File: src/chacha20_keystream_block_top_macros.svh
// Assertion macros shared by the keystream block RTL.
`ifndef CHACHA20_KEYSTREAM_BLOCK_TOP_MACROS_SVH
`define CHACHA20_KEYSTREAM_BLOCK_TOP_MACROS_SVH

// Same-cycle implication, checked on every rising clock edge outside reset.
`define CC20_ASSERT_IMPL(label, clk, rst, ante, cons, msg) \
   label: assert property (@(posedge clk) disable iff (rst) (ante) |-> (cons)) \
      else $error(msg);

// Next-cycle implication, checked on every rising clock edge outside reset.
`define CC20_ASSERT_NEXT(label, clk, rst, ante, cons, msg) \
   label: assert property (@(posedge clk) disable iff (rst) (ante) |=> (cons)) \
      else $error(msg);

`endif

File: src/cc20_pkg.sv
// Types, constants and quarter-round step functions of the ChaCha20 keystream block.
package cc20_pkg;

   localparam int unsigned WORD_W       = 32;
   localparam int unsigned FIELD_W      = 64;
   localparam int unsigned COUNTER_W    = 32;
   localparam int unsigned CSR_INDEX_W  = 3;
   localparam int unsigned NUM_WORDS    = 16;
   localparam int unsigned NUM_FIELDS   = 8;
   localparam int unsigned NUM_KEY_REGS = 4;
   localparam int unsigned ROUND_COUNT_DEFAULT = 20;

   localparam logic [WORD_W-1:0] SIGMA0 = 32'h61707865;
   localparam logic [WORD_W-1:0] SIGMA1 = 32'h3320646e;
   localparam logic [WORD_W-1:0] SIGMA2 = 32'h79622d32;
   localparam logic [WORD_W-1:0] SIGMA3 = 32'h6b206574;

   typedef logic [NUM_WORDS-1:0][WORD_W-1:0]  word_array_type;
   typedef logic [NUM_FIELDS-1:0][FIELD_W-1:0] field_array_type;
   typedef logic [NUM_KEY_REGS-1:0][FIELD_W-1:0] key_array_type;

   typedef enum logic [CSR_INDEX_W-1:0] {
      CSR_KEY_01   = 3'd0,
      CSR_KEY_23   = 3'd1,
      CSR_KEY_45   = 3'd2,
      CSR_KEY_67   = 3'd3,
      CSR_NONCE_01 = 3'd4,
      CSR_NONCE_2  = 3'd5
   } csr_index_type;

   // Quarter-round step codes: each applies one add, one xor and one rotate.
   typedef enum logic [1:0] {
      STEP_A_ROT16 = 2'd0,
      STEP_C_ROT12 = 2'd1,
      STEP_A_ROT8  = 2'd2,
      STEP_C_ROT7  = 2'd3
   } step_type;

   function automatic logic [WORD_W-1:0] rotl(input logic [WORD_W-1:0] v,
                                               input int unsigned n);
      return (v << n) | (v >> (WORD_W - n));
   endfunction

   // Builds the sixteen-word input state of one block.
   function automatic word_array_type init_state(input key_array_type key,
                                                 input logic [FIELD_W-1:0] nonce01,
                                                 input logic [WORD_W-1:0] nonce2,
                                                 input logic [COUNTER_W-1:0] counter);
      word_array_type s;
      s[0] = SIGMA0;
      s[1] = SIGMA1;
      s[2] = SIGMA2;
      s[3] = SIGMA3;
      for (int i = 0; i < NUM_KEY_REGS; i++) begin
         s[4 + 2 * i] = key[i][WORD_W-1:0];
         s[5 + 2 * i] = key[i][FIELD_W-1:WORD_W];
      end
      s[12] = counter;
      s[13] = nonce01[WORD_W-1:0];
      s[14] = nonce01[FIELD_W-1:WORD_W];
      s[15] = nonce2;
      return s;
   endfunction

   // One quarter-round step applied to all four quarter rounds of a column
   // or diagonal round; the four quarter rounds touch disjoint words.
   function automatic word_array_type qr_step(input word_array_type s,
                                              input step_type step,
                                              input logic diag);
      word_array_type r;
      logic [1:0] jj;
      logic [3:0] ia, ib, ic, id;
      r = s;
      for (int j = 0; j < 4; j++) begin
         jj = 2'(j);
         ia = {2'b00, jj};
         ib = {2'b01, jj + (diag ? 2'd1 : 2'd0)};
         ic = {2'b10, jj + (diag ? 2'd2 : 2'd0)};
         id = {2'b11, jj + (diag ? 2'd3 : 2'd0)};
         unique case (step)
            STEP_A_ROT16: begin
               r[ia] = s[ia] + s[ib];
               r[id] = rotl(s[id] ^ r[ia], 16);
            end
            STEP_C_ROT12: begin
               r[ic] = s[ic] + s[id];
               r[ib] = rotl(s[ib] ^ r[ic], 12);
            end
            STEP_A_ROT8: begin
               r[ia] = s[ia] + s[ib];
               r[id] = rotl(s[id] ^ r[ia], 8);
            end
            STEP_C_ROT7: begin
               r[ic] = s[ic] + s[id];
               r[ib] = rotl(s[ib] ^ r[ic], 7);
            end
            default: r = s;
         endcase
      end
      return r;
   endfunction

endpackage

File: src/cc20_qr_stage.sv
// One pipeline stage: a quarter-round step over all four quarter rounds of a round.
module cc20_qr_stage
   import cc20_pkg::*;
#(
   parameter int unsigned STEP = 0,
   parameter bit          DIAG = 1'b0
) (
   input  logic                 clock,
   input  logic                 reset,
   input  logic                 advance,
   input  logic                 in_valid,
   input  word_array_type       in_state,
   input  logic [COUNTER_W-1:0] in_counter,
   output logic                 out_valid,
   output word_array_type       out_state,
   output logic [COUNTER_W-1:0] out_counter
);

   logic                 valid_ff;
   word_array_type       state_ff, state_in;
   logic [COUNTER_W-1:0] counter_ff;

   assign state_in = qr_step(in_state, step_type'(2'(STEP)), DIAG);

   always_ff @(posedge clock) begin
      if (reset) begin
         valid_ff <= 1'b0;
      end else if (advance) begin
         valid_ff <= in_valid;
      end
   end

   always_ff @(posedge clock) begin
      if (advance) begin
         state_ff   <= state_in;
         counter_ff <= in_counter;
      end
   end

   assign out_valid   = valid_ff;
   assign out_state   = state_ff;
   assign out_counter = counter_ff;

endmodule

File: config.mk
export PLATFORM = sky130hd
export DESIGN_NAME = cc20_qr_stage
export DESIGN_NICKNAME = d
export VERILOG_FILES = /design/src/chacha20_keystream_block_top_macros.svh /design/src/cc20_pkg.sv /design/src/cc20_qr_stage.sv
export SDC_FILE = /design/constraint.sdc
export NUM_CORES = 1
export LEC_CHECK = 0
export BUFFER_PORTS_ARGS = -buffer_cell sky130_fd_sc_hd__buf_2
export CELL_PAD_IN_SITES_DETAIL_PLACEMENT = 1
export CELL_PAD_IN_SITES_GLOBAL_PLACEMENT = 1
export CORE_AREA = 2 2 423 425
export DETAILED_ROUTE_END_ITERATION = 8
export DIE_AREA = 0 0 425 427
export PLACE_DENSITY_LB_ADDON = 0.1
export RECOVER_POWER = 25
export SLEW_MARGIN = 20
export SYNTH_ARGS = -nofsm -noshare
export SYNTH_HDL_FRONTEND = slang
export SYNTH_SLANG_ARGS = --single-unit
export TNS_END_PERCENT = 100
File: constraint.sdc
create_clock -name clock -period 3.7 [get_ports clock]
set_input_delay 0 -clock clock [delete_from_list [all_inputs] [get_ports clock]]
set_output_delay 0 -clock clock [all_outputs]
set_load 0.01 [all_outputs]
==> run summary, run 1 <==
Synth Register Bits -> 545
Cell variety after synth -> 71
CP startpoint -> in_state[0]
Detail Placement HPWL -> 94300 um
Crit path required time -> 4.12 ns
HP Class -> in -> reg
Die H -> 427 um
Peak VDD IR -> 0.3099 mV
1st-iter DRT viols -> 810
Via count -> 21205
Congestion Overflow GR -> 0
TritonCTS buffer count -> 74
Fraction of registers with async set/reset -> 0%
Maximum clock rate -> 281.3 MHz
Layout fillers -> 20099
Worst Hold Launch -> in_state[105]
Htree depth -> 3
Final Slew Violations -> 76
Max Cap Viol -> 1
Share of the synthesized area in the top cell type -> 68.46%
Die W -> 425 um
CP dominant cell by count -> dlygate4sd3_1
Initial antenna violation count -> 18
Syn avg cell area -> 15.49 um2
Initial Utilization -> 13.46%
Synth Warn # -> 0
Static Leakage -> 0.01739 uW
Seq/Total Area, Yosys -> 68.55%
Total GRT Usage -> 12.65%
Final nets -> 4218
Post-synth top area cell -> edfxtp_1
DRC errors left -> 0
# rows -> 155
Power Density -> 461.6 mW/mm2
Most common cell after layout, fill and taps aside -> buf_2
CP delay by family, top -> compound AO/OA/AOI/OAI gates
CTS tree -> done
Syn nets -> 2216
Fin crit share -> 96.09%
Post-Route Setup TNS -> 0 ns
Worst R2R Start -> out_valid$_SDFFE_PP0P_
Share of cells above drive strength 1 -> 29.96%
Primary FF master, synth -> edfxtp_1
Number of global-route vias before repair -> 23737
Final Hold Fails -> 0
WP data arrival -> 3.98 ns
Worst Tran Pin Value -> 3.228 ns
DRT Wirelength -> 119100 um
CP Launch Type -> input port
Status -> finished with violations
Clk Latency, worst-skew pair -> 0.68 ns
Crit-path max FO -> 5
Rel. slew slack -> -115.2%
CP bufs+invs -> 3
Crit Path Category -> in -> reg
Failing checks -> max-capacitance violations, max-slew violations
Slowest-stage cell, CP -> dlygate4sd3_1
Dominant cells by area after synthesis -> edfxtp_1 68%, ha_1 6.5%, xor2_1 6.1%, xnor2_1 3.0%, a21oi_1 2.4%
Largest net degree at the start of global routing -> 82
RSZ-0062 raised after global routing -> no
Power, Total -> 19810 uW
Setup violators final -> 0
Per-cell routed wire length -> 19.96 um
Clock Sinks -> 545
Root Buffer Master -> clkbuf_16
I/O pin count -> 1093
Reg clk slew, reported paths -> 0.06 ns
Max incr delay on CP -> 0.57 ns
CP cell instances -> dlygate4sd3_1 > buf_2 > ha_1 > fa_2 > a211oi_4 > nor3_1 > and4bb_4 > o41ai_4 > a221o_2 > a31o_1 > a31oi_2 > xnor2_1 > xor2_1 > dlygate4sd3_1
Min Clock Period, post-route -> 3.555 ns
Max Root-Sink Buffers -> 3
Die area -> 0.1815 mm2
Core area -> 0.1773 mm2
DRT Pass-1 Iters -> 5
Commonest non-fill, non-tap cells in the layout -> 913 x buf_2, 829 x dlygate4sd3_1, 544 x edfxtp_1
Area grow syn2layout -> 79.83%
DRT antenna net count -> 0
Syn Inst Count -> 1540
EDFF count, synth -> 544
Global-route wire length before repair -> 167100 um
GPL Wtd Cong -> 0.7797
Vias per inst -> 3.555
Port Buf Inserts -> 1092
Clk_skew -> 0 ns
Synthesized cell area -> 0.02386 mm2
CP endpoint kind -> register
==> per-stage QoR <==
step	area, um2	std cells	worst slack (ns)	util (%)	hold slack, ns
6_report	42910	5965	0.1446	24.21	0.07434
5_1_grt	42900	5963	0.006509	24.20	0.04873
4_1_cts	43040	5950	0.01298	24.28	0.0005723
3_5_place_dp	32440	4989	-0.05847	18.30	0.1784
3_3_place_gp	32440	4989	-0.03910	18.30	0.1608
2_1_floorplan	23860	1540	0.9761	-	0.07238
==> layer usage <==
| layer | share of wire, % | track usage, % | vias to the layer above |
|---|---|---|---|
| li1 | - | - | 9972 |
| met1 | 37 | 13.49 | 10417 |
| met2 | 53 | 23.56 | 644 |
| met3 | 6.1 | 3.301 | 164 |
| met4 | 3.3 | 5.000 | 8 |
| met5 | 0.046 | 0 | - |
==> path summary, 6_finish.rpt <==
kind | slack (ns) | to | cells after the start
worst max-delay path | 0.14 | out_state[396]$_DFFE_PP_ | 14
worst min-delay path | 0.07 | out_state[105]$_DFFE_PP_ | 3
worst max register to register | 2.51 | out_valid$_SDFFE_PP0P_ | 3
worst min register to register | 1.05 | out_valid$_SDFFE_PP0P_ | 3
==> state kept, by name, indices dropped and copies added (netlist names) <==
name and count:
out_state 512, out_counter 32, out_valid 1
==> Yosys cell counts, drive strengths merged, types with 5 or more instances <==
library cell  number
nand2b            10
a31oi             16
nand3             23
a31o               5
xor2             167
a211oi            15
a41oi              6
edfxtp           544
xnor2             83
a21oi            113
inv               20
ha               124
nor2              44
o211ai             5
clkbuf            19
and3              13
o21ai             69
o21bai            18
nor2b             14
o21a              14
a21o              62
nand4             15
nand2             58
and2               6
==> cell type report <==
cell class | count | area [um2] | area share, %
flip-flops and latches | 545 | 16360 | 38.12
diodes | 12 | 30.03 | 0.06998
multi-input cells | 954 | 7397 | 17.24
clock inverters | 46 | 396.6 | 0.9244
clock buffers | 86 | 1897 | 4.421
repair buffers | 1947 | 13810 | 32.19
inverters | 20 | 75.07 | 0.1750
well taps | 2355 | 2947 | 6.867
==> kinds of logic after synthesis <==
group,after synthesis,share of synthesized area (%)
adder cells (fa/ha/maj),128,6.838
XOR/XNOR,253,9.465
multiplexers,1,0.04195
buffers and inverters,41,0.6764
AND/OR/NAND/NOR,204,4.258
AO/OA/AOI/OAI,368,10.17
flip-flops,545,68.55
==> worst register-to-register path: stages, from the launching register on <==
cell           delay [ns]
dfxtp_1              0.33
mux2i_1              0.07
nor2_1               0.18
dlygate4sd3_1        0.55
==> power by group <==
part           internal [uW]  switching (uW)
Combinational           2200            2570
Sequential              7790             211
Clock                   4030            3000
Total                  14000            5780
==> timing repair <==
item                       in CTS  in global routing
resized for setup               0                 12
hold endpoints to repair      561                  0
hold buffers                  829                  0
setup endpoints to repair       0                 12
setup buffers                   0                  3
Power figures use the tool's default switching activity.
==> inputs of run 2 (changes only) <==
--- a/config.mk
+++ b/config.mk
@@ -5,12 +5,14 @@
 export SDC_FILE = /design/constraint.sdc
 export NUM_CORES = 1
 export LEC_CHECK = 0
+export ABC_AREA = 1
 export BUFFER_PORTS_ARGS = -buffer_cell sky130_fd_sc_hd__buf_2
 export CELL_PAD_IN_SITES_DETAIL_PLACEMENT = 1
 export CELL_PAD_IN_SITES_GLOBAL_PLACEMENT = 1
-export CORE_AREA = 2 2 423 425
+export CORE_AREA = 2 2 422 424
 export DETAILED_ROUTE_END_ITERATION = 8
-export DIE_AREA = 0 0 425 427
+export DIE_AREA = 0 0 424 426
+export GPL_ROUTABILITY_DRIVEN = 1
 export PLACE_DENSITY_LB_ADDON = 0.1
 export RECOVER_POWER = 25
 export SLEW_MARGIN = 20
==> run 2 against run 1 <==
The run still ends with max-capacitance violations, max-slew violations left. Via count increased by 30%. Combinational power increased by 10%. Sequential share of layout area decreased by 4.1 points. Clock power increased by 5.7%. First-iteration DRC count increased by 14%. Register-to-register slack improved by 0.04 ns. Non-clock buffer count increased by 38. Clock skew unchanged. Critical endpoint is now out_valid$_SDFFE_PP0P_.
==> run summary, run 2 <==
Status -> finished with violations
Failing checks -> max-capacitance violations, max-slew violations
WP data arrival -> 3.85 ns (-0.13 ns)
Final Hold Fails -> 0 (unchanged)
RSZ-0062 raised after global routing -> no
Synth Warn # -> 0 (unchanged)
Per-cell routed wire length -> 19.36 um (-3.0%)
Post-synth top area cell -> edfxtp_1
Clk_skew -> 0 ns (unchanged)
Placed Cells -> 6422 (+29%)
CP Launch Type -> input port
Slowest-stage cell, CP -> clkbuf_2
Comb pwr share -> 25.6% (+1.5 points)
Seq/Total Area, Yosys -> 57.64% (-11 points)
Maximum clock rate -> 305.1 MHz (+8.5%)
CTS tree -> done
FF-to-FF setup slack -> 2.55 ns (+0.04 ns)
Most frequent cell after synthesis -> nand2_1
Peak VDD IR -> 0.3040 mV (-1.9%)
Post-Route Setup TNS -> 0 ns (unchanged)
# resized after CTS -> 0 (unchanged)
Largest net degree at the start of global routing -> 68 (-17%)
GPL Wtd Cong -> 0.8567 (+9.9%)
Vias per inst -> 3.704 (+4.2%)
Most common cell after layout, fill and taps aside -> nand2_1
Via count -> 27611 (+30%)
Core area -> 0.1757 mm2 (-0.86%)
Cell Int Power -> 14230 uW (+1.5%)
HP Class -> in -> reg
Static Leakage -> 0.02260 uW (+30%)
Global-route wire length before repair -> 203600 um (+22%)
Clock Sinks -> 545 (unchanged)
Area of the multi-input gates -> 0.01004 mm2 (+36%)
# rows -> 154 (-0.65%)
Crit-path max FO -> 68 (+63)
Hold slack -> 0.03958 ns (-0.03476 ns)
Sequential Power Share -> 38.5% (-1.9 points)
Root Buffer Master -> clkbuf_16
Min Clock Period, post-route -> 3.278 ns (-0.2774 ns)
1st-iter DRT viols -> 923 (+14%)
Fin crit share -> 88.60% (-7.5 points)
Cell variety after synth -> 30 (-58%)
Clk Latency, worst-skew pair -> 0.68 ns (about the same)
Final Slew Violations -> 62 (-18%)
DRT Wirelength -> 144300 um (+21%)
Commonest non-fill, non-tap cells in the layout -> 1087 x nand2_1, 940 x buf_2, 874 x dlygate4sd3_1
Syn nets -> 3647 (+65%)
Die H -> 426 um (-0.23%)
EDFF count, synth -> 544 (unchanged)
Largest register FFs -> 512 (unchanged)
Reg2Reg Depth -> 3 (unchanged)
Congestion Overflow GR -> 0 (unchanged)
Die area -> 0.1806 mm2 (-0.47%)
Primary FF master, synth -> edfxtp_1
Fraction of registers with async set/reset -> 0% (unchanged)
Synth cell count leaders -> 1087 x nand2_1, 544 x edfxtp_1, 515 x inv_1
Finished Layout Cells -> 7454 (+25%)
Total GRT Usage -> 15.52% (+2.9 points)
CP cell instances -> dlygate4sd3_1 > clkbuf_2 > buf_12 > mux2i_1 > nor2_1 > dlygate4sd3_1
Final core occ -> 27.34% (+3.1 points)
Max Root-Sink Buffers -> 3 (unchanged)
Port Buf Inserts -> 1092 (unchanged)
CP endpoint kind -> register
Reg clk slew, reported paths -> 0.05 ns (about the same)
DRT Pass-1 Iters -> 4 (-1)
Hold Path Depth -> 4 (+1)
Layout fillers -> 20754 (+3.3%)
Net Sw Power -> 6400 uW (+11%)
Initial antenna violation count -> 16 (-2)
Worst Tran Pin Value -> 2.903 ns (-0.3250 ns)
Setup violators final -> 0 (unchanged)
Final nets -> 5712 (+35%)
Dominant cells by area after synthesis -> edfxtp_1 58%, nand2_1 14%, inv_1 6.8%, ha_1 5.5%, nand3_1 3.8%
Rel. slew slack -> -93.53% (+22 points)
Share of cells above drive strength 1 -> 22.73% (-7.2 points)
Syn avg cell area -> 9.550 um2 (-38%)
Max Cap Viol -> 1 (unchanged)
Register area -> 0.01636 mm2 (unchanged)
CP dominant cell by count -> dlygate4sd3_1
DRC errors left -> 0 (unchanged)
Die W -> 424 um (-0.24%)
Max incr delay on CP -> 1.86 ns (+1.29 ns)
Synth Register Bits -> 545 (unchanged)
Power Density -> 429.5 mW/mm2 (-7.0%)
Htree depth -> 3 (unchanged)
Syn Inst Count -> 2971 (+93%)
Crit path required time -> 4.27 ns (+0.15 ns)
Detail Placement HPWL -> 117100 um (+24%)
Switching Share -> 31.02% (+1.8 points)
Initial Utilization -> 16.15% (+2.7 points)
DRT antenna net count -> 0 (unchanged)
TritonCTS buffer count -> 78 (+5.4%)
Clk pwr share -> 36.0% (+0.5 points)
Synthesized cell area -> 0.02837 mm2 (+19%)
I/O pin count -> 1093 (unchanged)
Number of global-route vias before repair -> 29845 (+26%)
Area grow syn2layout -> 69.31%
Crit Path Category -> in -> reg
Share of the synthesized area in the top cell type -> 57.57% (-11 points)
==> run 2: cell type report <==
cell class / instances / share of cell area [%]
inverters: 526 / 4.110
repair buffers: 1985 / 29.66
clock inverters: 41 / 0.8647
multi-input cells: 1900 / 20.91
flip-flops and latches: 545 / 34.05
diodes: 19 / 0.09897
well taps: 2340 / 6.095
clock buffers: 98 / 4.219
==> run 2: metal layers <==
layer  global-route usage (%)  vias to the layer above  share of wire, %
met4                    5.973                        8               3.5
met3                    3.009                      167               4.7
li1                         -                    13706                 -
met2                    28.02                      660                51
met5                        0                        -             0.033
met1                    17.97                    13070                41
==> run 2: power by group through the flow <==
stage	combinational, uW	sequential [uW]	clock (uW)
6_report	5280	7930	7420
5_1_grt	5820	8000	7980
2_1_floorplan	1670	8420	0
3_3_place_gp	4400	8050	0
3_5_place_dp	4400	8060	0
4_1_cts	5440	7940	7790
==> run 2: metrics by stage <==
step	setup slack, ns	total power, uW	instance area [um2]
3_3_place_gp	1.347	12450	37010
4_1_cts	0.4925	21160	48200
5_1_grt	0.1422	21800	48030
3_5_place_dp	1.304	12460	37010
2_1_floorplan	2.038	10100	28370
6_report	0.4220	20630	48040
==> run 2: critical path, delay by kind of cell <==
family                 cells  cell delay [ns]
buffers and inverters      4             3.29
multiplexers               1             0.23
AND/OR/NAND/NOR            1             0.06
==> run 2: final timing paths <==
check / from / end
setup reg to reg: out_valid$_SDFFE_PP0P_ / out_valid$_SDFFE_PP0P_
hold reg to reg: out_valid$_SDFFE_PP0P_ / out_valid$_SDFFE_PP0P_
hold / removal: in_state[19] / out_state[19]$_DFFE_PP_
setup / recovery: advance / out_valid$_SDFFE_PP0P_
==> run 2: kinds of logic after synthesis <==
logic type / synth area share [%]
and+or+nand+nor: 22.95
DFF: 57.64
buffers and inverters: 6.959
xor gates and xnor gates: 5.062
adders and majority gates: 5.750
AOI/OAI and AO/OA: 1.596
muxes: 0.03528
==> run 2: timing repair <==
item                      in CTS  in global routing
buffers inserted               0                  0
hold endpoints to repair     578                  0
hold buffers                 874                  0
