$ cat src/chacha20_keystream_block_top_macros.svh
// Assertion macros shared by the keystream block RTL.
`ifndef CHACHA20_KEYSTREAM_BLOCK_TOP_MACROS_SVH
`define CHACHA20_KEYSTREAM_BLOCK_TOP_MACROS_SVH

// Same-cycle implication, checked on every rising clock edge outside reset.
`define CC20_ASSERT_IMPL(label, clk, rst, ante, cons, msg) \
   label: assert property (@(posedge clk) disable iff (rst) (ante) |-> (cons)) \
      else $error(msg);

// Next-cycle implication, checked on every rising clock edge outside reset.
`define CC20_ASSERT_NEXT(label, clk, rst, ante, cons, msg) \
   label: assert property (@(posedge clk) disable iff (rst) (ante) |=> (cons)) \
      else $error(msg);

`endif

$ cat src/cc20_pkg.sv
// Types, constants and quarter-round step functions of the ChaCha20 keystream block.
package cc20_pkg;

   localparam int unsigned WORD_W       = 32;
   localparam int unsigned FIELD_W      = 64;
   localparam int unsigned COUNTER_W    = 32;
   localparam int unsigned CSR_INDEX_W  = 3;
   localparam int unsigned NUM_WORDS    = 16;
   localparam int unsigned NUM_FIELDS   = 8;
   localparam int unsigned NUM_KEY_REGS = 4;
   localparam int unsigned ROUND_COUNT_DEFAULT = 20;

   localparam logic [WORD_W-1:0] SIGMA0 = 32'h61707865;
   localparam logic [WORD_W-1:0] SIGMA1 = 32'h3320646e;
   localparam logic [WORD_W-1:0] SIGMA2 = 32'h79622d32;
   localparam logic [WORD_W-1:0] SIGMA3 = 32'h6b206574;

   typedef logic [NUM_WORDS-1:0][WORD_W-1:0]  word_array_type;
   typedef logic [NUM_FIELDS-1:0][FIELD_W-1:0] field_array_type;
   typedef logic [NUM_KEY_REGS-1:0][FIELD_W-1:0] key_array_type;

   typedef enum logic [CSR_INDEX_W-1:0] {
      CSR_KEY_01   = 3'd0,
      CSR_KEY_23   = 3'd1,
      CSR_KEY_45   = 3'd2,
      CSR_KEY_67   = 3'd3,
      CSR_NONCE_01 = 3'd4,
      CSR_NONCE_2  = 3'd5
   } csr_index_type;

   // Quarter-round step codes: each applies one add, one xor and one rotate.
   typedef enum logic [1:0] {
      STEP_A_ROT16 = 2'd0,
      STEP_C_ROT12 = 2'd1,
      STEP_A_ROT8  = 2'd2,
      STEP_C_ROT7  = 2'd3
   } step_type;

   function automatic logic [WORD_W-1:0] rotl(input logic [WORD_W-1:0] v,
                                               input int unsigned n);
      return (v << n) | (v >> (WORD_W - n));
   endfunction

   // Builds the sixteen-word input state of one block.
   function automatic word_array_type init_state(input key_array_type key,
                                                 input logic [FIELD_W-1:0] nonce01,
                                                 input logic [WORD_W-1:0] nonce2,
                                                 input logic [COUNTER_W-1:0] counter);
      word_array_type s;
      s[0] = SIGMA0;
      s[1] = SIGMA1;
      s[2] = SIGMA2;
      s[3] = SIGMA3;
      for (int i = 0; i < NUM_KEY_REGS; i++) begin
         s[4 + 2 * i] = key[i][WORD_W-1:0];
         s[5 + 2 * i] = key[i][FIELD_W-1:WORD_W];
      end
      s[12] = counter;
      s[13] = nonce01[WORD_W-1:0];
      s[14] = nonce01[FIELD_W-1:WORD_W];
      s[15] = nonce2;
      return s;
   endfunction

   // One quarter-round step applied to all four quarter rounds of a column
   // or diagonal round; the four quarter rounds touch disjoint words.
   function automatic word_array_type qr_step(input word_array_type s,
                                              input step_type step,
                                              input logic diag);
      word_array_type r;
      logic [1:0] jj;
      logic [3:0] ia, ib, ic, id;
      r = s;
      for (int j = 0; j < 4; j++) begin
         jj = 2'(j);
         ia = {2'b00, jj};
         ib = {2'b01, jj + (diag ? 2'd1 : 2'd0)};
         ic = {2'b10, jj + (diag ? 2'd2 : 2'd0)};
         id = {2'b11, jj + (diag ? 2'd3 : 2'd0)};
         unique case (step)
            STEP_A_ROT16: begin
               r[ia] = s[ia] + s[ib];
               r[id] = rotl(s[id] ^ r[ia], 16);
            end
            STEP_C_ROT12: begin
               r[ic] = s[ic] + s[id];
               r[ib] = rotl(s[ib] ^ r[ic], 12);
            end
            STEP_A_ROT8: begin
               r[ia] = s[ia] + s[ib];
               r[id] = rotl(s[id] ^ r[ia], 8);
            end
            STEP_C_ROT7: begin
               r[ic] = s[ic] + s[id];
               r[ib] = rotl(s[ib] ^ r[ic], 7);
            end
            default: r = s;
         endcase
      end
      return r;
   endfunction

endpackage

$ cat src/cc20_out_stage.sv
// Output register: adds the input state back in and holds the item until it is taken.
module cc20_out_stage
   import cc20_pkg::*;
(
   input  logic            clock,
   input  logic            reset,
   input  logic            in_valid,
   input  word_array_type  in_state,
   input  word_array_type  in_init,
   input  logic            out_ready,
   output logic            advance,
   output logic            out_valid,
   output field_array_type out_fields
);

   logic            valid_ff;
   field_array_type fields_ff, fields_in;
   word_array_type  sum;

   always_comb begin
      for (int i = 0; i < NUM_WORDS; i++) begin
         sum[i] = in_state[i] + in_init[i];
      end
      for (int k = 0; k < NUM_FIELDS; k++) begin
         fields_in[k] = {sum[2 * k + 1], sum[2 * k]};
      end
   end

   // The whole pipeline moves unless a finished item waits here unclaimed.
   assign advance = !valid_ff || out_ready;

   always_ff @(posedge clock) begin
      if (reset) begin
         valid_ff <= 1'b0;
      end else if (advance) begin
         valid_ff <= in_valid;
      end
   end

   always_ff @(posedge clock) begin
      if (advance) begin
         fields_ff <= fields_in;
      end
   end

   assign out_valid  = valid_ff;
   assign out_fields = fields_ff;

endmodule

$ cat config.mk
export PLATFORM = sky130hd
export DESIGN_NAME = cc20_out_stage
export DESIGN_NICKNAME = d
export VERILOG_FILES = /design/src/chacha20_keystream_block_top_macros.svh /design/src/cc20_pkg.sv /design/src/cc20_out_stage.sv
export SDC_FILE = /design/constraint.sdc
export NUM_CORES = 1
export LEC_CHECK = 0
export BUFFER_PORTS_ARGS = -buffer_cell sky130_fd_sc_hd__buf_2
export CORE_AREA = 8 8 600 602
export DETAILED_ROUTE_END_ITERATION = 12
export DIE_AREA = 0 0 608 610
export GPL_ROUTABILITY_DRIVEN = 0
export MAX_ROUTING_LAYER = met4
export PLACE_DENSITY = 0.36
export SYNTH_ARGS = -nofsm -noshare
export SYNTH_HDL_FRONTEND = slang
export SYNTH_SLANG_ARGS = --single-unit
$ cat constraint.sdc
create_clock -name clock -period 25.5 [get_ports clock]
set_input_delay 5.1 -clock clock [delete_from_list [all_inputs] [get_ports clock]]
set_output_delay 5.1 -clock clock [all_outputs]
set_load 0.01 [all_outputs]
==> results of run 1 <==
==> power by group <==
group	total, mW	switching [mW]	internal (mW)
sequential	1.26	0.105	1.16
clock	1.18	0.487	0.689
combinational	1.32	0.851	0.474
total	3.76	1.44	2.32
==> metal layers <==
metal / global-route usage (%) / part of all wire, % / vias to the layer above
met4: 4.22 / 3.5 / 0
met2: 25.7 / 52 / 1444
met5: - / 0 / -
met3: 2.68 / 5.2 / 262
met1: 15.4 / 39 / 19308
li1: - / - / 18518
==> metrics by stage <==
step                      hold slack [ns]  std cells
after floorplan                      5.17       4006
after global placement               1.30      10108
after detailed placement             1.29      10108
after CTS                            1.29      10257
after global routing                 1.30      10348
final                                1.17      10367
==> cells by family after synthesis <==
| kind of cell | share of synthesized area [%] |
|---|---|
| multiplexers | 0.127 |
| XOR/XNOR | 9.73 |
| flip-flops | 38.2 |
| adder cells (fa/ha/maj) | 16.2 |
| buffers and inverters | 1.78 |
| AND/OR/NAND/NOR | 11.2 |
| AO/OA/AOI/OAI | 22.7 |
==> registers in the layout, indices dropped and copies added (netlist names) <==
signal	count
out_fields	512
out_valid	1
==> cell type report <==
type	instances	area, sq um
fillers	39736	294000
multi-input cells	3303	24200
flip-flops and latches	513	15400
repair buffers	1558	7850
well taps	4620	5780
clock buffers	98	2200
clock inverters	51	502
inverters	114	428
diodes	110	275
==> cells in the mapped netlist, drive strengths merged, types with 7 or more instances <==
cell,instances
a21boi,8
nor4,7
a41oi,12
o211ai,17
a41o,7
nand4,59
o31ai,29
a21o,310
a211oi,33
nor3,58
and2,22
or3,12
o21bai,70
a211o,9
or2,10
nand2,233
nand3b,9
xor2,150
and3,41
o41ai,7
o311ai,11
o21ai,222
inv,114
a221o,13
a221oi,10
a21oi,447
nor2b,55
nand2b,51
xnor2,298
o22ai,8
nand3,95
a311oi,9
edfxtp,512
ha,496
o21a,52
a31o,9
fa,16
nor2,254
clkbuf,72
and4,9
a2111oi,17
o221ai,8
nor3b,8
a31oi,48
==> path summary, 6_finish.rpt <==
kind / end / start
setup / recovery: advance / out_ready
hold / removal: out_fields[102] / out_valid
setup reg to reg: out_fields[312] / out_valid
hold reg to reg: out_fields[102] / out_valid
==> worst register-to-register path: stages, from the launching register on <==
cell and delay, ns:
sky130_fd_sc_hd__dfxtp_1 0.35, sky130_fd_sc_hd__nand2b_4 0.26, sky130_fd_sc_hd__buf_4 0.43, sky130_fd_sc_hd__buf_4 0.54
sky130_fd_sc_hd__buf_4 0.66, sky130_fd_sc_hd__buf_4 0.76, sky130_fd_sc_hd__buf_4 0.73, sky130_fd_sc_hd__buf_4 0.88
==> impl_metrics.prom, run 1 <==
# TYPE chip_impl_metric gauge
chip_impl_metric{name="peakVddDrop",unit="mV"} 0.0427
chip_impl_metric{name="dr.pass1.iters",unit=""} 5
chip_impl_metric{name="cts.htree.levels",unit=""} 3
chip_impl_metric{name="syn-instance-count",unit=""} 4006
chip_impl_info{name="crit_path_cell_trace",value="buf_2 > nand2b_4 > buf_2"} 1
chip_impl_metric{name="routed_wire_length_per_instance",unit="microns"} 25.8
chip_impl_metric{name="finClkSkew",unit="ns"} 0.0314
chip_impl_metric{name="globalRoute.totalOverflow",unit=""} 0
chip_impl_metric{name="vias",unit=""} 39532
chip_impl_metric{name="die_area",unit="sq um"} 371000
chip_impl_metric{name="rr_worst_depth",unit=""} 7
chip_impl_metric{name="clk_transition_reported_paths",unit="ns"} 0.07
chip_impl_metric{name="portBuffers",unit=""} 1541
chip_impl_metric{name="max_cap_violations",unit=""} 0
chip_impl_metric{name="worst_pin_slew",unit="ns"} 1.36
chip_impl_metric{name="ff2ff_setup_slack",unit="ns"} 20.43
chip_impl_metric{name="final_min_period_over_clock_period",unit="%"} 42.5
chip_impl_metric{name="drv_slew",unit=""} 0
chip_impl_metric{name="power_per_cell_area",unit="nW/um^2"} 66.4
chip_impl_metric{name="slew_headroom",unit="%"} 8.09
chip_impl_metric{name="core_area",unit="sq um"} 351000
chip_impl_metric{name="synth.avg_cell_area",unit="sq um"} 10.1
chip_impl_metric{name="cp_num_cells",unit=""} 3
chip_impl_metric{name="total_power",unit="mW"} 3.76
chip_impl_info{name="critPathTopFamily",value="buffers and inverters"} 1
chip_impl_metric{name="final-setup-viol-count",unit=""} 0
chip_impl_metric{name="ctsResizeCount",unit=""} 0
chip_impl_metric{name="synth_enable_flop_cells",unit=""} 512
chip_impl_metric{name="syn-cell-area",unit="sq um"} 40300
chip_impl_info{name="startpoint_type",value="primary input"} 1
chip_impl_metric{name="synth-seq-area-share",unit="%"} 38.2
chip_impl_metric{name="die_span_in_y",unit="microns"} 610
chip_impl_metric{name="placement.setup.worst_slack",unit="ns"} 14.55
chip_impl_metric{name="final_net_count",unit=""} 7115
chip_impl_info{name="result_of_the_run",value="finished clean"} 1
chip_impl_info{name="synth.top_cells.by_area",value="sky130_fd_sc_hd__edfxtp_1 (38%), sky130_fd_sc_hd__ha_1 (15%), sky130_fd_sc_hd__xnor2_1 (6.5%), sky130_fd_sc_hd__a21o_1 (5.8%), sky130_fd_sc_hd__a21oi_1 (5.5%)"} 1
chip_impl_metric{name="routed_via_density",unit=""} 3.81
chip_impl_metric{name="synth_fp_nets",unit=""} 5546
chip_impl_metric{name="hold_viol_final",unit=""} 0
chip_impl_metric{name="postLayoutCoreUtil",unit="%"} 16.1
chip_impl_info{name="synth_top_cell_by_area",value="sky130_fd_sc_hd__edfxtp_1"} 1
chip_impl_metric{name="layout_min_cycle_time",unit="ns"} 10.85
chip_impl_info{name="cts_tree",value="done"} 1
chip_impl_metric{name="fp.dieW",unit="microns"} 608
chip_impl_metric{name="cts_buffers",unit=""} 85
chip_impl_info{name="clock-root-buffer",value="sky130_fd_sc_hd__clkbuf_16"} 1
chip_impl_metric{name="critical_path_buffer_and_inverter_count",unit=""} 2
chip_impl_metric{name="number_of_antenna_violations_at_the_first_check_in_global_routing",unit=""} 99
chip_impl_metric{name="worstPathRequired",unit="ns"} 20.40
chip_impl_info{name="hold_class",value="register to register"} 1
chip_impl_metric{name="totalNegativeSetupSlack",unit="ns"} 0
chip_impl_info{name="cp_endpoint_kind",value="output port"} 1
chip_impl_metric{name="pin_count_of_the_biggest_net_entering_global_routing",unit=""} 89
chip_impl_metric{name="grt_pass1_wl",unit="microns"} 354000
chip_impl_info{name="critical_path.most_common_cell",value="sky130_fd_sc_hd__buf_2"} 1
chip_impl_metric{name="global_route.usage.total",unit="%"} 14.0
chip_impl_metric{name="drc_errors",unit=""} 0
chip_impl_metric{name="crit_path_max_fanout",unit=""} 3
chip_impl_metric{name="clock.fmax",unit="MHz"} 92.2
chip_impl_metric{name="cts_setup_buffers",unit=""} 0
chip_impl_metric{name="clk_path_buf_depth",unit=""} 4
chip_impl_metric{name="clock_sinks",unit=""} 513
chip_impl_metric{name="yosysWarningCount",unit=""} 0
chip_impl_metric{name="synth_largest_type_area_fraction",unit="%"} 38.1
chip_impl_info{name="layout_commonest_cell",value="sky130_fd_sc_hd__buf_2"} 1
chip_impl_metric{name="dpl-instance-area",unit="sq um"} 53700
chip_impl_metric{name="share_of_flip_flops_with_an_asynchronous_set_or_reset_after_synthesis",unit="%"} 0
chip_impl_metric{name="grt_pass1_vias",unit=""} 39889
chip_impl_info{name="yosys_most_used_dff",value="sky130_fd_sc_hd__edfxtp_1"} 1
chip_impl_metric{name="drtAntennaViolNets",unit=""} 0
chip_impl_metric{name="synthDistinctLibCells",unit=""} 85
chip_impl_metric{name="boundaryPins",unit=""} 1542
chip_impl_metric{name="hold_buffers",unit=""} 0
chip_impl_metric{name="cellLeakagePower",unit="nW"} 24.9
chip_impl_metric{name="clkLatencyLatePin",unit="ns"} 0.80
chip_impl_metric{name="slowest_stage_delay_cp",unit="ns"} 0.26
chip_impl_metric{name="timing.final.ws_setup",unit="ns"} 14.65
chip_impl_metric{name="crit_arrival",unit="ns"} 5.75
chip_impl_info{name="critical_path.slowest_cell",value="sky130_fd_sc_hd__nand2b_4"} 1
chip_impl_metric{name="total_wire_length_after_detailed_routing",unit="microns"} 268000
chip_impl_metric{name="hold_depth",unit=""} 2
chip_impl_metric{name="drt-initial-drc-count",unit=""} 2708
chip_impl_metric{name="yosys_register_bits",unit=""} 513
chip_impl_metric{name="finalInstanceArea",unit="sq um"} 56600
chip_impl_info{name="rsz0062_at_grt",value="false"} 1
chip_impl_metric{name="hpwl",unit="microns"} 237000
chip_impl_metric{name="start_util",unit="%"} 11.5
chip_impl_info{name="setup.worst_path.class",value="primary input to output port"} 1
chip_impl_metric{name="syn_to_final_growth",unit="%"} 40.5
chip_impl_metric{name="share_of_cells_above_drive_strength_1",unit="%"} 30.6
chip_impl_info{name="commonest_non_fill_non_tap_cells_in_the_layout",value="sky130_fd_sc_hd__buf_2 (1541), sky130_fd_sc_hd__edfxtp_1 (512), sky130_fd_sc_hd__ha_1 (496)"} 1
chip_impl_metric{name="floorplan.rows",unit=""} 218
Power figures use the tool's default switching activity.
==> run 2, diff against run 1 <==
clock period = 9.1 ns   (was 25.5 ns; I/O delays follow)
==> impl_metrics.prom, run 2 (synthesis gave the netlist of run 1 again) <==
# TYPE chip_impl_metric gauge
chip_impl_info{name="result_of_the_run",value="finished clean"} 1
chip_impl_metric{name="critical_path_buffer_and_inverter_count",unit=""} 1
chip_impl_metric{name="layout_min_cycle_time",unit="ns"} 5.02
chip_impl_info{name="rsz0062_at_grt",value="false"} 1
chip_impl_metric{name="p_clk_share",unit="%"} 31.7
chip_impl_metric{name="power_frac_seq",unit="%"} 32.7
chip_impl_metric{name="total_power",unit="mW"} 10.6
chip_impl_info{name="layout_commonest_cell",value="sky130_fd_sc_hd__buf_2"} 1
chip_impl_info{name="critPathTopFamily",value="compound AO/OA/AOI/OAI gates"} 1
chip_impl_metric{name="start_util",unit="%"} 11.5
chip_impl_info{name="cts_tree",value="done"} 1
chip_impl_metric{name="crit_arrival",unit="ns"} 5.53
chip_impl_metric{name="drtAntennaViolNets",unit=""} 0
chip_impl_metric{name="vias",unit=""} 39696
chip_impl_info{name="crit_path_cell_trace",value="buf_2 > ha_1 > a21o_1 > a21oi_1 > o21ai_0 > a31oi_1 > o21ai_0 > a211oi_1 > o21bai_1 > nand2_1 > a311o_1"} 1
chip_impl_metric{name="p_sw",unit="mW"} 4.05
chip_impl_info{name="startpoint_type",value="primary input"} 1
chip_impl_metric{name="total_wire_length_after_detailed_routing",unit="microns"} 272000
chip_impl_metric{name="drv_slew",unit=""} 0
chip_impl_metric{name="slew_headroom",unit="%"} 22.5
chip_impl_metric{name="finClkSkew",unit="ns"} 0.0414
chip_impl_metric{name="slowest_stage_delay_cp",unit="ns"} 0.94
chip_impl_metric{name="drt-initial-drc-count",unit=""} 2842
chip_impl_metric{name="num-fill-cells",unit=""} 39755
chip_impl_metric{name="clock.fmax",unit="MHz"} 199
chip_impl_metric{name="share_of_cells_above_drive_strength_1",unit="%"} 30.5
chip_impl_metric{name="net_switching_share_of_the_total_power",unit="%"} 38.1
chip_impl_metric{name="hold_buffers",unit=""} 0
chip_impl_metric{name="portBuffers",unit=""} 1541
chip_impl_metric{name="hold_depth",unit=""} 2
chip_impl_info{name="commonest_non_fill_non_tap_cells_in_the_layout",value="sky130_fd_sc_hd__buf_2 (1541), sky130_fd_sc_hd__edfxtp_1 (512), sky130_fd_sc_hd__ha_1 (496)"} 1
chip_impl_metric{name="max_cap_violations",unit=""} 0
chip_impl_metric{name="cellLeakagePower",unit="nW"} 24.9
chip_impl_metric{name="comb_power_share",unit="%"} 35.7
chip_impl_info{name="clock-root-buffer",value="sky130_fd_sc_hd__clkbuf_16"} 1
chip_impl_metric{name="routed_wire_length_per_instance",unit="microns"} 26.5
chip_impl_metric{name="cts_buffers",unit=""} 86
chip_impl_metric{name="final_net_count",unit=""} 7108
chip_impl_info{name="critical_path.most_common_cell",value="sky130_fd_sc_hd__o21ai_0"} 1
chip_impl_metric{name="number_of_antenna_violations_at_the_first_check_in_global_routing",unit=""} 75
chip_impl_info{name="hold_class",value="register to register"} 1
chip_impl_metric{name="clkLatencyLatePin",unit="ns"} 0.81
chip_impl_metric{name="final_min_period_over_clock_period",unit="%"} 55.2
chip_impl_metric{name="hold_viol_final",unit=""} 0
chip_impl_metric{name="worstPathRequired",unit="ns"} 9.61
chip_impl_metric{name="boundaryPins",unit=""} 1542
chip_impl_metric{name="clk_transition_reported_paths",unit="ns"} 0.06
chip_impl_metric{name="drc_errors",unit=""} 0
chip_impl_metric{name="syn_to_final_growth",unit="%"} 40.1
chip_impl_metric{name="grt_pass1_vias",unit=""} 40218
chip_impl_metric{name="die_span_in_y",unit="microns"} 610
chip_impl_metric{name="peakVddDrop",unit="mV"} 0.121
chip_impl_metric{name="clock_sinks",unit=""} 513
chip_impl_info{name="critical_path.slowest_cell",value="sky130_fd_sc_hd__o21ai_0"} 1
chip_impl_metric{name="dr.pass1.iters",unit=""} 6
chip_impl_metric{name="rr_worst_depth",unit=""} 3
chip_impl_metric{name="worst_pin_slew",unit="ns"} 1.15
chip_impl_metric{name="final-setup-viol-count",unit=""} 0
chip_impl_metric{name="floorplan.rows",unit=""} 218
chip_impl_metric{name="core_area",unit="sq um"} 351000
chip_impl_info{name="cp_endpoint_kind",value="register"} 1
chip_impl_metric{name="cts_setup_buffers",unit=""} 0
chip_impl_metric{name="largest_register_ffs",unit=""} 512
chip_impl_metric{name="clk_path_buf_depth",unit=""} 4
chip_impl_metric{name="cts.htree.levels",unit=""} 3
chip_impl_metric{name="pin_count_of_the_biggest_net_entering_global_routing",unit=""} 120
chip_impl_metric{name="totalNegativeSetupSlack",unit="ns"} 0
chip_impl_info{name="setup.worst_path.class",value="primary input to register"} 1
chip_impl_metric{name="globalRoute.totalOverflow",unit=""} 0
chip_impl_metric{name="intPower",unit="mW"} 6.57
chip_impl_metric{name="fp.dieW",unit="microns"} 608
chip_impl_metric{name="crit_path_max_fanout",unit=""} 4
chip_impl_metric{name="power_per_cell_area",unit="nW/um^2"} 188
chip_impl_metric{name="routed_via_density",unit=""} 3.86
chip_impl_metric{name="cp_num_cells",unit=""} 11
chip_impl_metric{name="global_route.usage.total",unit="%"} 14.3
chip_impl_metric{name="ctsResizeCount",unit=""} 0
chip_impl_metric{name="die_area",unit="sq um"} 371000
chip_impl_metric{name="grt_pass1_wl",unit="microns"} 361000
chip_impl_metric{name="hpwl",unit="microns"} 241000
==> run 2: worst paths after layout <==
path	start	endpoint	slack (ns)
hold reg to reg	out_valid	out_valid	1.16
hold / removal	out_valid	out_valid	1.16
setup / recovery	in_state[97]	out_fields[127]	4.08
setup reg to reg	out_valid	out_fields[505]	6.12
==> run 2: through the flow <==
step	utilization (%)	cell area, sq um	setup WS (ns)	hold WS (ns)	instances
floorplan	-	40300	1.93	1.89	4006
global placement	15.3	53700	3.25	1.17	10100
detailed placement	15.3	53700	3.22	1.19	10100
CTS	16.1	56400	4.07	1.07	10248
global route	16.1	56500	3.85	1.13	10269
finish	16.1	56500	4.08	1.16	10277
==> run 2: tightest hold or removal path: stages (launching register included) <==
cell	delay [ns]
sky130_fd_sc_hd__dfxtp_1	0.33
sky130_fd_sc_hd__nand2b_4	0.62
sky130_fd_sc_hd__a21oi_1	0.15
==> run 2: cell type report <==
cell class                      count  area [sq um]  share of cell area, %
Sequential cell                   513         15400                   27.3
Timing Repair Buffer             1550          7820                   13.8
Multi-Input combinational cell   3303         24200                   42.9
Antenna cell                       29          72.6                  0.128
Tap cell                         4620          5780                   10.2
Clock buffer                      102          2230                   3.95
Clock inverter                     46           512                  0.906
Inverter                          114           428                  0.758
==> run 2: per-layer routing <==
metal | share of wire (%) | global-route usage (%)
met5 | 0 | -
met2 | 52 | 26.3
met3 | 5.7 | 3.11
met1 | 39 | 15.6
met4 | 2.9 | 3.47
==> run 2: power by group through the flow <==
stage / Sequential [mW] / Clock, mW / Combinational, mW
after floorplan: 3.69 / 0 / 1.56
after global placement: 3.52 / 0 / 3.91
after detailed placement: 3.52 / 0 / 3.89
after CTS: 3.48 / 3.56 / 3.92
after global routing: 3.51 / 3.61 / 4.10
final: 3.47 / 3.37 / 3.79
